File: config.mk
export PLATFORM = sky130hd
export DESIGN_NAME = uvpt_alu
export DESIGN_NICKNAME = d
export VERILOG_FILES = /design/src/hdl/assert_macros.svh /design/src/hdl/uvpt_pkg.sv /design/src/hdl/uvpt_alu.sv
export SDC_FILE = /design/constraint.sdc
export NUM_CORES = 1
export LEC_CHECK = 0
export ABC_CLOCK_PERIOD_IN_PS = 4400
export BUFFER_PORTS_ARGS = -buffer_cell sky130_fd_sc_hd__buf_2
export CAP_MARGIN = 20
export CORE_ASPECT_RATIO = 2
export CORE_MARGIN = 2
export CORE_UTILIZATION = 50
export DETAILED_ROUTE_END_ITERATION = 8
export GPL_ROUTABILITY_DRIVEN = 0
export PLACE_DENSITY = 0.85
export SETUP_SLACK_MARGIN = 0.3
export SYNTH_ARGS = -nofsm -noshare
export SYNTH_HDL_FRONTEND = slang
export SYNTH_SLANG_ARGS = --single-unit
File: constraint.sdc
create_clock -name vclk -period 4.4
set_input_delay 0 -clock vclk [all_inputs]
set_output_delay 0 -clock vclk [all_outputs]
set_load 0.02 [all_outputs]
File: src/hdl/assert_macros.svh
// assertion macros used by usable_page_translator.sv
// no dependencies; define NO_ASSERTIONS to compile them away
`ifndef ASSERT_MACROS_SVH
`define ASSERT_MACROS_SVH

`ifndef NO_ASSERTIONS

// checked on every edge outside reset
`define UVPT_ASSERT(lbl, prop, msg) \
    lbl: assert property (@(posedge i_clk) disable iff (!i_rst_n) prop) else $error(msg);

// checked on every edge, reset included
`define UVPT_ASSERT_ALWAYS(lbl, prop, msg) \
    lbl: assert property (@(posedge i_clk) prop) else $error(msg);

`else

`define UVPT_ASSERT(lbl, prop, msg)
`define UVPT_ASSERT_ALWAYS(lbl, prop, msg)

`endif

`endif

File: src/hdl/uvpt_pkg.sv
// shared types, widths and codes of the usable page translator
// no dependencies
package uvpt_pkg;

    localparam int MAX_REGIONS = 64;
    localparam int IDX_W       = $clog2(MAX_REGIONS);
    localparam int CNT_W       = $clog2(MAX_REGIONS + 1);
    localparam int FRAME_W     = 40;
    localparam int ADDR_W      = 52;
    localparam int PAGE_SHIFT  = 12;
    localparam int ACC_W       = FRAME_W + 8;
    localparam int CFG_W       = 7;

    localparam logic [1:0] OP_WRITE   = 2'd0;
    localparam logic [1:0] OP_TO_ADDR = 2'd1;
    localparam logic [1:0] OP_TO_PAGE = 2'd2;
    localparam logic [1:0] OP_TOTAL   = 2'd3;

    localparam logic [7:0] TYPE_USABLE_A = 8'd1;
    localparam logic [7:0] TYPE_USABLE_B = 8'd2;
    localparam logic [7:0] TYPE_USABLE_C = 8'd3;
    localparam logic [7:0] TYPE_USABLE_D = 8'd4;
    localparam logic [7:0] TYPE_USABLE_E = 8'd7;

    typedef struct packed {
        logic               usable;
        logic [FRAME_W-1:0] start_frame;
        logic [FRAME_W-1:0] pages;
    } t_entry;

    typedef struct packed {
        logic [ACC_W-1:0] a;
        logic [ACC_W-1:0] b;
        logic             sub;
    } t_alu_req;

    typedef struct packed {
        logic [ACC_W-1:0] res;
        logic             borrow;
    } t_alu_rsp;

    function automatic logic type_usable(input logic [7:0] t);
        return (t == TYPE_USABLE_A) || (t == TYPE_USABLE_B) || (t == TYPE_USABLE_C) ||
               (t == TYPE_USABLE_D) || (t == TYPE_USABLE_E);
    endfunction

endpackage

File: src/hdl/uvpt_alu.sv
// shared add / subtract unit with borrow flag
// depends on uvpt_pkg
module uvpt_alu (
    input  uvpt_pkg::t_alu_req i_req,
    output uvpt_pkg::t_alu_rsp o_rsp
);
    import uvpt_pkg::*;

    logic [ACC_W:0] sum;

    always_comb begin
        sum = {1'b0, i_req.a} + {1'b0, (i_req.sub ? ~i_req.b : i_req.b)}
            + {{ACC_W{1'b0}}, i_req.sub};
        o_rsp.res    = sum[ACC_W-1:0];
        o_rsp.borrow = i_req.sub & ~sum[ACC_W];
    end

endmodule

==> out/metrics.yaml <==
status: "finished clean"
setup_slack_ns: 0.815
grt_pass1_wl_um: 15200
ctsHoldBuffers: 0
cp_slowest_stage_delay_ns: 0.52
post_synth_inst_count: 443
fin_crit_sh_pct: 81.5
antenna_left: 0
nFlopsAndLatches: 0
via_per_inst: 6.04
dp_worst_setup_slack_ns: 0.847
clock_power_share_pct: 0
drt_first_iter_violations: 178
p_leak_nw: 2.02
hp-class: "in2out"
endpoint_kind: "primary output"
final_max_slew_viol_count: 0
worstSetupStartpointType: "input pin"
p_int_w: 0.000412
slew_headroom_pct: 65.5
rows: 40
yosys_warnings: 0
post_cts_resize_count: 0
drv.max_cap_violation_count: 0
hold_viol: 0
synth_cell_type_count: 51
worstSetupPathType: "in2out"
cp.required_ns: 4.40
crit_chain: "buf_2 -> buf_4 -> xor2_1 -> ha_1 -> nand2_1 -> or3_1 -> a211oi_1 -> nand4b_1 -> a211oi_1 -> o31ai_1 -> a311oi_1 -> xnor2_1 -> buf_2"
grt_pass1_vias: 3752
dr.pass1.iters: 4
io_pins: 146
drc: 0
timing.final.crit_period_ns: 3.58
cpMaxStageDelayCell: "buf_4"
syn-num-nets: 592
p_seq_share_pct: 0
postRouteWirelength_um: 9710
die_w_um: 59.9
synth_top_cell_area_share_pct: 20.5
port_buffers: 146
grt_overflow: 0
p_sw_w: 0.000660
synth.top_cells.by_count: "xor2_1, a21oi_1, ha_1, nand2_1, xnor2_1"
final_net_count: 728
vias: 3865
coreArea_um2: 6010
power_frac_comb_pct: 100.0
die_y_um: 116
rsz0062_at_grt: "no"
ys_top_cells_by_area: "ha_1, xor2_1, xnor2_1, a21oi_1, a21o_1"
clock_buffers: 0
powerDensity_nw_per_um2: 276
grt_usage_pct: 26.9
dp_hpwl_um: 8310
fin_tns_setup_ns: 0
die_area_um2: 6920
tightest_slew_ns: 0.513
max_freq_mhz: 279
multi_input_area_um2: 3020
ys_seq_area_share_pct: 0
ir_drop_uv: 140
initial_utilization_pct: 51.9
grt_max_degree: 32
postCtsSetupRepairBufs: 0
finalSetupViolCount: 0
syn_to_final_growth_pct: 24.5
synth_area_um2: 3120
critPathArrivalTime_ns: 3.58
synth.avg_cell_area_um2: 7.04
n_fill_cell: 558
synth_most_common_cell: "xor2_1"
routedWlPerCell_um: 15.2
regArea_um2: 0
worstPathMaxFanout: 31
switching_share_pct: 61.6
antenna_found_initial: 0
drive_above_1_share_pct: 26.3
synth_top_cell_by_area: "ha_1"
antenna_cells: 0
==> per-stage QoR <==
step	hold WS [ns]	instances	util, %	total power (W)	cell area, um2
after detailed placement	0.304	640	64.7	0.00106	3880
after CTS	0.304	640	64.7	0.00106	3880
after global routing	0.333	640	64.7	0.00116	3880
after floorplan	0.124	443	-	0.000750	3120
final	0.302	640	64.7	0.00107	3880
after global placement	0.298	640	64.7	0.00104	3880
==> area by class of cell <==
| class | count | share of cell area [%] |
|---|---|---|
| Timing Repair Buffer | 147 | 19.0 |
| Tap cell | 63 | 2.03 |
| Inverter | 12 | 1.16 |
| Multi-Input combinational cell | 418 | 77.8 |
==> layout by cell type (no fill, tap or decap), types with 10 or more instances in the layout <==
cell,synthesis,final
nand2_1,39,39
xor2_1,61,61
xnor2_1,31,31
nand3_1,10,10
o21ai_0,28,28
ha_1,51,51
buf_2,3,146
a21oi_1,51,51
a21o_1,26,26
inv_1,12,12
nor2_1,26,26
==> per-layer routing <==
metal	GRT usage (%)	vias up	wire length (um)
met5	0	-	0
met4	11.4	0	415
met3	1.67	36	438
met2	55.9	164	5560
met1	24.4	1783	3290
li1	-	1882	-
==> power groups by stage <==
| stage | Clock (W) | Sequential (W) | Combinational [W] |
|---|---|---|---|
| after floorplan | 0 | 0 | 0.000750 |
| after global placement | 0 | 0 | 0.00104 |
| after detailed placement | 0 | 0 | 0.00106 |
| after CTS | 0 | 0 | 0.00106 |
| after global routing | 0 | 0 | 0.00116 |
| final | 0 | 0 | 0.00107 |
==> worst paths after layout <==
| check | to | slack, ns | from | cells past startpoint |
|---|---|---|---|---|
| min | o_rsp[1] | 0.30 | i_req[49] | 3 |
| max | o_rsp[41] | 0.82 | i_req[0] | 13 |
==> kinds of logic after synthesis <==
| group | synth area share (%) |
|---|---|
| AO/OA/AOI/OAI | 32.3 |
| XOR/XNOR | 25.8 |
| adder cells (fa/ha/maj) | 21.1 |
| buffers and inverters | 3.13 |
| multiplexers | 0.321 |
| AND/OR/NAND/NOR | 17.4 |
==> worst max-delay path: cells and delay by family <==
kind	cells	cell delay, ns
AOI/OAI and AO/OA	4	1.03
buffers and inverters	3	1.12
and+or+nand+nor	3	0.73
xor gates and xnor gates	2	0.31
adders and majority gates	1	0.38
Power figures use the tool's default switching activity.
